$ cat src/design/rgbf_pkg.sv
// Shared widths, operation codes and sequencer states of the RGB fade engine.
package rgbf_pkg;

    // Default number of fraction bits of a channel level
    localparam int unsigned FRACTION_BITS_DEF = 8;

    // Fixed field widths
    localparam int unsigned OP_W    = 3;
    localparam int unsigned VALUE_W = 9;
    localparam int unsigned TICKS_W = 16;
    localparam int unsigned OUT_W   = 8;

    // Operation codes; the two unused top codes do nothing but report
    typedef enum logic [OP_W-1:0] {
        OP_TICK     = 3'd0,
        OP_SET      = 3'd1,
        OP_FADE_TO  = 3'd2,
        OP_ADD      = 3'd3,
        OP_OFF      = 3'd4,
        OP_SET_FADE = 3'd5
    } t_op;

    // Sequencer states
    typedef enum logic [1:0] {
        ST_IDLE,
        ST_CHAN,
        ST_DIV,
        ST_DONE
    } t_state;

endpackage

$ cat src/design/rgbf_cmd_if.sv
// Command and result channels of the RGB fade engine.
interface rgbf_cmd_if;
    logic                              valid;
    logic                              ready;
    logic [rgbf_pkg::OP_W-1:0]         operation;
    logic signed [rgbf_pkg::VALUE_W-1:0] red_value;
    logic signed [rgbf_pkg::VALUE_W-1:0] green_value;
    logic signed [rgbf_pkg::VALUE_W-1:0] blue_value;
    logic [rgbf_pkg::TICKS_W-1:0]      fade_ticks;
    logic                              fade_flag;

    modport source (
        output valid, operation, red_value, green_value, blue_value, fade_ticks, fade_flag,
        input  ready
    );
    modport sink (
        input  valid, operation, red_value, green_value, blue_value, fade_ticks, fade_flag,
        output ready
    );
endinterface

interface rgbf_res_if;
    logic                          valid;
    logic                          ready;
    logic [rgbf_pkg::OUT_W-1:0]    red_level;
    logic [rgbf_pkg::OUT_W-1:0]    green_level;
    logic [rgbf_pkg::OUT_W-1:0]    blue_level;
    logic                          any_fading;

    modport source (
        output valid, red_level, green_level, blue_level, any_fading,
        input  ready
    );
    modport sink (
        input  valid, red_level, green_level, blue_level, any_fading,
        output ready
    );
endinterface

$ cat src/design/rgbf_div.sv
// Restoring divider, one quotient bit per cycle, shared by all three channels.
module rgbf_div #(
    parameter int unsigned NUM_W = 16
) (
    input  logic                              i_clk,
    input  logic                              i_rst_n,
    input  logic                              i_start,
    input  logic [NUM_W-1:0]                  i_num,
    input  logic [rgbf_pkg::TICKS_W-1:0]      i_den,
    output logic                              o_done,
    output logic [NUM_W-1:0]                  o_quot
);
    import rgbf_pkg::*;

    localparam int unsigned CNT_W = $clog2(NUM_W);

    logic               r_busy;
    logic               r_done;
    logic [CNT_W-1:0]   r_cnt;
    logic [TICKS_W-1:0] r_rem;
    logic [TICKS_W-1:0] r_den;
    logic [NUM_W-1:0]   r_quot;

    logic [TICKS_W:0]   trial;
    logic [TICKS_W:0]   diff;
    logic               qbit;

    // Shift in the next dividend bit and try to subtract
    always_comb begin
        trial = {r_rem, r_quot[NUM_W-1]};
        diff  = trial - {1'b0, r_den};
        qbit  = (trial >= {1'b0, r_den});
    end

    // Control: count the quotient bits, pulse done after the last one
    always_ff @(posedge i_clk) begin
        if (!i_rst_n) begin
            r_busy <= 1'b0;
            r_done <= 1'b0;
            r_cnt  <= '0;
        end else begin
            r_done <= 1'b0;
            if (i_start) begin
                r_busy <= 1'b1;
                r_cnt  <= CNT_W'(NUM_W - 1);
            end else if (r_busy) begin
                r_cnt <= r_cnt - 1'b1;
                if (r_cnt == '0) begin
                    r_busy <= 1'b0;
                    r_done <= 1'b1;
                end
            end
        end
    end

    // Datapath: partial remainder and dividend/quotient shift register
    always_ff @(posedge i_clk) begin
        if (i_start) begin
            r_rem  <= '0;
            r_den  <= i_den;
            r_quot <= i_num;
        end else if (r_busy) begin
            r_rem  <= qbit ? diff[TICKS_W-1:0] : trial[TICKS_W-1:0];
            r_quot <= {r_quot[NUM_W-2:0], qbit};
        end
    end

    assign o_done = r_done;
    assign o_quot = r_quot;

endmodule

$ cat src/design/rgbf_alu.sv
// Channel update unit: applies one operation to the selected channel's state.
module rgbf_alu #(
    parameter int unsigned FRACTION_BITS = rgbf_pkg::FRACTION_BITS_DEF
) (
    input  logic [rgbf_pkg::OP_W-1:0]          i_op,
    input  logic signed [rgbf_pkg::VALUE_W-1:0] i_value,
    input  logic                               i_flag,
    input  logic [FRACTION_BITS+7:0]           i_level,
    input  logic [FRACTION_BITS+7:0]           i_target,
    input  logic signed [FRACTION_BITS+8:0]    i_step,
    input  logic                               i_fading,
    output logic [FRACTION_BITS+7:0]           o_level,
    output logic [FRACTION_BITS+7:0]           o_target,
    output logic                               o_fading,
    output logic [FRACTION_BITS+7:0]           o_div_num,
    output logic                               o_div_neg,
    output logic                               o_div_nz
);
    import rgbf_pkg::*;

    localparam int unsigned LW = FRACTION_BITS + 8;

    // Clamp a widened sum to the level range
    function automatic logic [LW-1:0] sat_level(input logic signed [LW+1:0] s);
        logic [LW-1:0] r;
        if (s[LW+1])
            r = '0;
        else if (s[LW])
            r = '1;
        else
            r = s[LW-1:0];
        return r;
    endfunction

    logic [OUT_W-1:0]     clamped;
    logic [LW-1:0]        pos_lvl;
    logic signed [LW:0]   diff_tick;
    logic signed [LW:0]   diff_fade;
    logic [LW:0]          rem_full;
    logic [LW:0]          fade_abs;
    logic signed [LW:0]   eff;
    logic [LW:0]          mag;
    logic                 snap;
    logic signed [LW:0]   inc;
    logic signed [LW+1:0] sum_tick;
    logic signed [LW+1:0] sum_add;

    // Distances, effective step and sums
    always_comb begin
        clamped   = i_value[VALUE_W-1] ? '0 : i_value[OUT_W-1:0];
        pos_lvl   = {clamped, {FRACTION_BITS{1'b0}}};
        diff_tick = $signed({1'b0, i_target}) - $signed({1'b0, i_level});
        diff_fade = $signed({1'b0, pos_lvl}) - $signed({1'b0, i_level});
        rem_full  = diff_tick[LW] ? -diff_tick : diff_tick;
        fade_abs  = diff_fade[LW] ? -diff_fade : diff_fade;
        // A zero step still moves one LSB toward the target
        if (i_step == '0)
            eff = diff_tick[LW] ? {(LW+1){1'b1}} : (LW+1)'(1);
        else
            eff = i_step;
        mag       = eff[LW] ? -eff : eff;
        snap      = ({1'b0, rem_full[LW-1:0]} < mag);
        inc       = {i_value, {FRACTION_BITS{1'b0}}};
        sum_tick  = $signed({2'b00, i_level}) + $signed({eff[LW], eff});
        sum_add   = $signed({2'b00, i_level}) + $signed({inc[LW], inc});
    end

    // Select the new channel state by operation
    always_comb begin
        o_level   = i_level;
        o_target  = i_target;
        o_fading  = i_fading;
        o_div_num = fade_abs[LW-1:0];
        o_div_neg = diff_fade[LW];
        o_div_nz  = (diff_fade != '0);
        unique case (i_op)
            OP_TICK: begin
                if (i_fading) begin
                    if (snap) begin
                        o_level  = i_target;
                        o_fading = 1'b0;
                    end else begin
                        o_level = sat_level(sum_tick);
                    end
                end
            end
            OP_SET: begin
                o_level  = pos_lvl;
                o_target = pos_lvl;
                o_fading = 1'b0;
            end
            OP_FADE_TO: begin
                o_target = pos_lvl;
            end
            OP_ADD: begin
                o_level = sat_level(sum_add);
            end
            OP_OFF: begin
                o_level = '0;
            end
            OP_SET_FADE: begin
                o_fading = i_flag;
            end
            default: begin
            end
        endcase
    end

endmodule

$ cat src/design/rgb_linear_fade_engine.sv
// Top level of the RGB fade engine: command sequencer, channel state, result register.
//
//   channel   dir   words
//   i_cmd     in    operation, red/green/blue value, fade ticks, fade flag
//   o_res     out   red/green/blue level, any-fading flag
//
// Channels are processed one after the other through one update unit and one
// restoring divider; a fade_to runs the divider once per channel. A new command
// is taken only once the result of the last one is loaded and the sequencer is
// back in idle. i_cmd.ready is high only while the sequencer is idle.
// A waiting result is held in the output register; the sequencer stalls before
// loading the next one. Synchronous reset clears all levels, targets, steps,
// fading flags and the result valid at once.
module rgb_linear_fade_engine #(
    parameter int unsigned FRACTION_BITS = rgbf_pkg::FRACTION_BITS_DEF
) (
    input  logic       i_clk,
    input  logic       i_rst_n,
    rgbf_cmd_if.sink   i_cmd,
    rgbf_res_if.source o_res
);
    import rgbf_pkg::*;

    localparam int unsigned LW = FRACTION_BITS + 8;
    localparam int unsigned SW = FRACTION_BITS + 9;
    localparam int unsigned NCH = 3;

    // Sequencer
    t_state r_state, n_state;
    logic [1:0] r_ch, n_ch;
    logic       div_start;
    logic       wr_chan;
    logic       wr_step;
    logic       out_load;
    logic       accept;

    // Latched command
    logic [OP_W-1:0]          r_op;
    logic signed [VALUE_W-1:0] r_val [NCH];
    logic [TICKS_W-1:0]       r_ticks;
    logic                     r_flag;

    // Channel state
    logic [LW-1:0]        r_level  [NCH];
    logic [LW-1:0]        r_target [NCH];
    logic signed [SW-1:0] r_step   [NCH];
    logic                 r_fading [NCH];

    // Divider side info
    logic r_div_neg;
    logic r_div_nz;

    // Result register
    logic             r_out_valid;
    logic [OUT_W-1:0] r_red;
    logic [OUT_W-1:0] r_green;
    logic [OUT_W-1:0] r_blue;
    logic             r_any;

    // Unit connections
    logic [LW-1:0] alu_level;
    logic [LW-1:0] alu_target;
    logic          alu_fading;
    logic [LW-1:0] alu_div_num;
    logic          alu_div_neg;
    logic          alu_div_nz;
    logic          div_done;
    logic [LW-1:0] div_quot;
    logic [LW-1:0] quot_fix;
    logic signed [SW-1:0] step_new;

    rgbf_alu #(
        .FRACTION_BITS(FRACTION_BITS)
    ) u_alu (
        .i_op      (r_op),
        .i_value   (r_val[r_ch]),
        .i_flag    (r_flag),
        .i_level   (r_level[r_ch]),
        .i_target  (r_target[r_ch]),
        .i_step    (r_step[r_ch]),
        .i_fading  (r_fading[r_ch]),
        .o_level   (alu_level),
        .o_target  (alu_target),
        .o_fading  (alu_fading),
        .o_div_num (alu_div_num),
        .o_div_neg (alu_div_neg),
        .o_div_nz  (alu_div_nz)
    );

    rgbf_div #(
        .NUM_W(LW)
    ) u_div (
        .i_clk   (i_clk),
        .i_rst_n (i_rst_n),
        .i_start (div_start),
        .i_num   (alu_div_num),
        .i_den   (r_ticks),
        .o_done  (div_done),
        .o_quot  (div_quot)
    );

    assign accept = i_cmd.valid && i_cmd.ready;

    // Force a zero quotient to one LSB toward the target, then apply the sign
    always_comb begin
        quot_fix = (div_quot == '0 && r_div_nz) ? LW'(1) : div_quot;
        step_new = r_div_neg ? -$signed({1'b0, quot_fix}) : $signed({1'b0, quot_fix});
    end

    // Hold the sequencer state
    always_ff @(posedge i_clk) begin
        if (!i_rst_n) begin
            r_state <= ST_IDLE;
            r_ch    <= '0;
        end else begin
            r_state <= n_state;
            r_ch    <= n_ch;
        end
    end

    // Advance through the channels
    always_comb begin
        n_state     = r_state;
        n_ch        = r_ch;
        div_start   = 1'b0;
        wr_chan     = 1'b0;
        wr_step     = 1'b0;
        out_load    = 1'b0;
        i_cmd.ready = 1'b0;
        unique case (r_state)
            ST_IDLE: begin
                i_cmd.ready = 1'b1;
                if (i_cmd.valid) begin
                    n_state = ST_CHAN;
                    n_ch    = '0;
                end
            end
            ST_CHAN: begin
                wr_chan = 1'b1;
                if (r_op == OP_FADE_TO) begin
                    div_start = 1'b1;
                    n_state   = ST_DIV;
                end else if (r_ch == 2'(NCH - 1)) begin
                    n_state = ST_DONE;
                end else begin
                    n_ch = r_ch + 1'b1;
                end
            end
            ST_DIV: begin
                if (div_done) begin
                    wr_step = 1'b1;
                    if (r_ch == 2'(NCH - 1)) begin
                        n_state = ST_DONE;
                    end else begin
                        n_ch    = r_ch + 1'b1;
                        n_state = ST_CHAN;
                    end
                end
            end
            ST_DONE: begin
                if (!r_out_valid || o_res.ready) begin
                    out_load = 1'b1;
                    n_state  = ST_IDLE;
                end
            end
            default: begin
                n_state = ST_IDLE;
            end
        endcase
    end

    // Latch the command word; a fade with zero ticks becomes a set
    always_ff @(posedge i_clk) begin
        if (accept) begin
            if (i_cmd.operation == OP_FADE_TO && i_cmd.fade_ticks == '0)
                r_op <= OP_SET;
            else
                r_op <= i_cmd.operation;
            r_val[0] <= i_cmd.red_value;
            r_val[1] <= i_cmd.green_value;
            r_val[2] <= i_cmd.blue_value;
            r_ticks  <= i_cmd.fade_ticks;
            r_flag   <= i_cmd.fade_flag;
        end
    end

    // Capture divider sign info when a division starts
    always_ff @(posedge i_clk) begin
        if (div_start) begin
            r_div_neg <= alu_div_neg;
            r_div_nz  <= alu_div_nz;
        end
    end

    // Update the selected channel
    always_ff @(posedge i_clk) begin
        if (!i_rst_n) begin
            for (int c = 0; c < NCH; c++) begin
                r_level[c]  <= '0;
                r_target[c] <= '0;
                r_step[c]   <= '0;
                r_fading[c] <= 1'b0;
            end
        end else begin
            if (wr_chan) begin
                r_level[r_ch]  <= alu_level;
                r_target[r_ch] <= alu_target;
                r_fading[r_ch] <= alu_fading;
            end
            if (wr_step) begin
                r_step[r_ch]   <= step_new;
                r_fading[r_ch] <= r_div_nz;
            end
        end
    end

    // Result valid: set on load, drop when taken
    always_ff @(posedge i_clk) begin
        if (!i_rst_n) begin
            r_out_valid <= 1'b0;
        end else if (out_load) begin
            r_out_valid <= 1'b1;
        end else if (o_res.ready) begin
            r_out_valid <= 1'b0;
        end
    end

    // Result payload
    always_ff @(posedge i_clk) begin
        if (out_load) begin
            r_red   <= r_level[0][LW-1 -: OUT_W];
            r_green <= r_level[1][LW-1 -: OUT_W];
            r_blue  <= r_level[2][LW-1 -: OUT_W];
            r_any   <= r_fading[0] || r_fading[1] || r_fading[2];
        end
    end

    assign o_res.valid       = r_out_valid;
    assign o_res.red_level   = r_red;
    assign o_res.green_level = r_green;
    assign o_res.blue_level  = r_blue;
    assign o_res.any_fading  = r_any;

endmodule
$ cat src/flat_wrapper.sv
// flat-port wrapper written by rule: the top's interface ports become plain ports
module rgb_linear_fade_engine_flat import rgbf_pkg::*;
#(
    parameter int unsigned FRACTION_BITS = rgbf_pkg::FRACTION_BITS_DEF
)
  (i_clk, i_rst_n, i_cmd_valid, i_cmd_operation, i_cmd_red_value, i_cmd_green_value, i_cmd_blue_value, i_cmd_fade_ticks, i_cmd_fade_flag, i_cmd_ready, o_res_valid, o_res_red_level, o_res_green_level, o_res_blue_level, o_res_any_fading, o_res_ready);
  rgbf_cmd_if i_cmd_i ();
  rgbf_res_if o_res_i ();
  input  logic i_clk;
  input  logic i_rst_n;
  input wire logic [$bits(i_cmd_i.valid)-1:0] i_cmd_valid;
  input wire logic [$bits(i_cmd_i.operation)-1:0] i_cmd_operation;
  input wire logic [$bits(i_cmd_i.red_value)-1:0] i_cmd_red_value;
  input wire logic [$bits(i_cmd_i.green_value)-1:0] i_cmd_green_value;
  input wire logic [$bits(i_cmd_i.blue_value)-1:0] i_cmd_blue_value;
  input wire logic [$bits(i_cmd_i.fade_ticks)-1:0] i_cmd_fade_ticks;
  input wire logic [$bits(i_cmd_i.fade_flag)-1:0] i_cmd_fade_flag;
  output wire logic [$bits(i_cmd_i.ready)-1:0] i_cmd_ready;
  output wire logic [$bits(o_res_i.valid)-1:0] o_res_valid;
  output wire logic [$bits(o_res_i.red_level)-1:0] o_res_red_level;
  output wire logic [$bits(o_res_i.green_level)-1:0] o_res_green_level;
  output wire logic [$bits(o_res_i.blue_level)-1:0] o_res_blue_level;
  output wire logic [$bits(o_res_i.any_fading)-1:0] o_res_any_fading;
  input wire logic [$bits(o_res_i.ready)-1:0] o_res_ready;
  assign i_cmd_i.valid = i_cmd_valid;
  assign i_cmd_i.operation = i_cmd_operation;
  assign i_cmd_i.red_value = i_cmd_red_value;
  assign i_cmd_i.green_value = i_cmd_green_value;
  assign i_cmd_i.blue_value = i_cmd_blue_value;
  assign i_cmd_i.fade_ticks = i_cmd_fade_ticks;
  assign i_cmd_i.fade_flag = i_cmd_fade_flag;
  assign i_cmd_ready = i_cmd_i.ready;
  assign o_res_valid = o_res_i.valid;
  assign o_res_red_level = o_res_i.red_level;
  assign o_res_green_level = o_res_i.green_level;
  assign o_res_blue_level = o_res_i.blue_level;
  assign o_res_any_fading = o_res_i.any_fading;
  assign o_res_i.ready = o_res_ready;
  rgb_linear_fade_engine #(.FRACTION_BITS(FRACTION_BITS)) u_core (.i_clk(i_clk), .i_rst_n(i_rst_n), .i_cmd(i_cmd_i), .o_res(o_res_i));
endmodule
$ cat config.mk
export PLATFORM = sky130hd
export DESIGN_NAME = rgb_linear_fade_engine_flat
export DESIGN_NICKNAME = d
export VERILOG_FILES = /design/src/design/rgbf_pkg.sv /design/src/design/rgbf_cmd_if.sv /design/src/design/rgbf_div.sv /design/src/design/rgbf_alu.sv /design/src/design/rgb_linear_fade_engine.sv /design/src/flat_wrapper.sv
export SDC_FILE = /design/constraint.sdc
export NUM_CORES = 1
export LEC_CHECK = 0
export ABC_AREA = 0
export BUFFER_PORTS_ARGS = -buffer_cell sky130_fd_sc_hd__buf_2
export CAP_MARGIN = 10
export CORE_ASPECT_RATIO = 1.1
export CORE_MARGIN = 1.5
export CORE_UTILIZATION = 50
export CTS_CLUSTER_DIAMETER = 30
export DETAILED_ROUTE_END_ITERATION = 8
export PLACE_DENSITY_LB_ADDON = 0.1
export SYNTH_ARGS = -nofsm -noshare
export SYNTH_HDL_FRONTEND = slang
export SYNTH_SLANG_ARGS = --single-unit
$ cat constraint.sdc
create_clock -name i_clk -period 8.5 [get_ports i_clk]
set_input_delay 1.275 -clock i_clk [delete_from_list [all_inputs] [get_ports i_clk]]
set_output_delay 1.275 -clock i_clk [all_outputs]
set_load 0.1 [all_outputs]
==> run metrics <==
clock-pin slew on the worst setup and hold paths around 0.050 ns; Fin Hold WS 0.411 ns; initial antenna violation count 1; CTS tree done; maxcap violations 0; number of global-route vias before repair roughly 14000; critical path class reg2reg; Req. time, crit path 8.81 ns; DRT Wirelength 50200 um; FMAX 128 MHz; Final nets 1990; post-synthesis instance total roughly 1700; EDFF count, synth around 300; Die Footprint ~0.04 mm^2; Via Count ~14000; GR Overflow Total 0; Syn Area/Cell 11.0 um^2; core area approximately 0.037 mm^2; std cell rows 74; Crit path top cell by count nor2_1; post-route cell area ~0.022 mm^2; RSZ-0062 raised after global routing false; CP max stage cell mux4_2; Tcrit/Tclk final between 90% and 100%; Period minus WS final 7.84 ns; post-synth top area share a little under half; CTS Buffer Depth 3; top cells by area, synth edfxtp_1 48%, ha_1 6.1%, mux4_2 5.7%, nor2_1 4.4%, dfxtp_1 3.4%; Post-synth top cells 303 x edfxtp_1, 225 x nor2_1, 121 x inv_1, 111 x a21oi_1, 109 x nand2_1; Yosys warning total 0; P_leak just under 9 nW; # diodes 0; # DRC 0; Port Buf Inserts 77; Initial Util between 50% and 60%; Peak supply drop 0.251 mV; Final Wtd Congestion a little under 1; status complete, no violations; Via density between 5 and 6; fin. max-slew vios 0; CTS HTree Levels 3; TNS Setup 0 ns; Root Buffer clkbuf_16; Initial DRC Count approximately 1200; Post-DP HPWL roughly 35000 um; Die Span X 189 um; TritonRoute pass-1 iters 5; All-Layer GR Usage 26.2%; post-layout util roughly three fifths; Max Clock Skew 0.0227 ns; CTS sink cnt between 300 and 400; Final Hold Viols 0; total power 9.23 mW; Antenna Nets Post-Route 0; Seq/Total Area, Yosys 51.3%; largest area contributor in the netlist edfxtp_1; io pins a little under 80; Non-Filler Instances roughly 2400; largest net degree at the start of global routing 50; fraction of registers with async set or reset after synthesis 0%; dpl cells 2263; Worst slew margin between 20% and 30%; worst hold path class reg2reg; placed cell area about 0.020 mm^2; worst-path fanout max 12; first-pass GRT wire length a little under 80000 um; Synth cell types 78; worst skew pair latency about 0.6 ns; Power Dens Cells about 400 mW/mm^2; register bit total from synthesis 335; Area Growth Syn to Fin 18.0%; pre-CTS setup slack 0.345 ns; post-DR wirelength/cell ~21 um; Final WS setup around 0.66 ns; chip height ~210 um; top-count cell post-synth edfxtp_1; Final Setup Violations 0; slowest stage delay, CP a little over 0.6 ns; Slew @ Worst Pin 1.07 ns; layout cell share with drive strength beyond 1 roughly 16%; Mapped Area 0.0190 mm^2; total CTS buffers 71; Synth Flop Type edfxtp_1; syn_nets around 1900; Critical Path End Type register; crit path DAT between 8 and 9 ns; Worst setup SP type register
[worst paths after layout]
path	startpoint	to	slack, ns	cells after the start
max	register	u_core.r_level[0][2]	0.66	31
min	u_core.r_ticks[3]	u_core.u_div.r_den[3]	0.41	0
max reg2reg	register	u_core.r_level[0][2]	0.66	31
min reg2reg	u_core.r_ticks[3]	u_core.u_div.r_den[3]	0.41	0
[final cells by class]
class | count | area [um^2]
multi-input combinational | 1209 | 8610
sequential | 335 | 9750
clock buffer | 79 | 1830
fill | 3068 | 14900
tap | 494 | 618
inverter | 122 | 458
clock inverter | 50 | 553
timing repair buffer | 104 | 596
[cells in the final DEF (no fill, tap or decap), types with 17 or more instances in the layout]
cell type	netlist	routed
nor3_1	25	25
buf_2	4	77
ha_1	92	92
buf_4	0	26
edfxtp_1	303	303
inv_1	121	121
o21ai_0	91	91
and2_1	18	17
nand3_1	27	27
nor4_1	17	17
a21oi_1	111	110
mux2i_1	28	28
a211oi_1	20	20
dfxtp_1	32	30
a21o_1	32	32
nor2_1	225	224
nand2b_1	31	31
xnor2_1	60	60
clkbuf_16	0	72
nand2_1	109	109
xor2_1	42	42
mux4_2	48	48
[critical path, delay by kind of cell, from the launching register on]
family / cells / cell delay, ns
and+or+nand+nor: 10 / 1.62
DFF: 1 / 0.51
adders and majority gates: 4 / 1.21
muxes: 1 / 0.61
AOI/OAI and AO/OA: 12 / 3.10
buffers and inverters: 3 / 0.34
xor gates and xnor gates: 1 / 0.15
[logic make-up (layout without fill, tap and decap cells)]
family,Yosys count,in the layout,share of synthesized area (%)
xor+xnor,102,102,4.70
buf+inv,179,355,3.60
simple gates,540,540,13.3
mux,80,80,7.40
flops,335,335,51.3
compound gates,391,391,13.2
fa+ha+maj,96,96,6.48
[flip-flops by register name, indices dropped and copies added, names as in the netlist, 3 cells and up, named ones only]
name / count
u_core.u_div.r_rem: 16
u_core.r_level: 64
u_core.r_fading: 4
u_core.u_div.r_cnt: 4
o_res_blue_level: 8
u_core.r_op: 3
u_core.r_step: 68
u_core.r_ticks: 16
o_res_red_level: 8
u_core.r_val: 27
o_res_green_level: 8
u_core.u_div.o_quot: 16
u_core.u_div.r_den: 16
u_core.r_target: 64
[report_power, final]
part           internal (mW)  total, mW  switching, mW
Clock                   1.77       2.71          0.944
Combinational           1.70       4.37           2.67
Sequential              2.04       2.15          0.108
[routing by layer]
metal	vias up	GRT usage, %	wire length, um
met2	526	42.0	23600
met3	126	4.99	3130
met1	6752	34.0	21400
met4	0	13.3	2130
li1	6649	-	-
met5	-	0	0
[repair_timing]
item	4_1_cts	5_1_grt
gates resized for setup	0	6
endpoints found under the setup margin	0	62
hold buffers	0	0
buffers inserted	0	1
No activity file was read; power rests on OpenSTA's default activity.
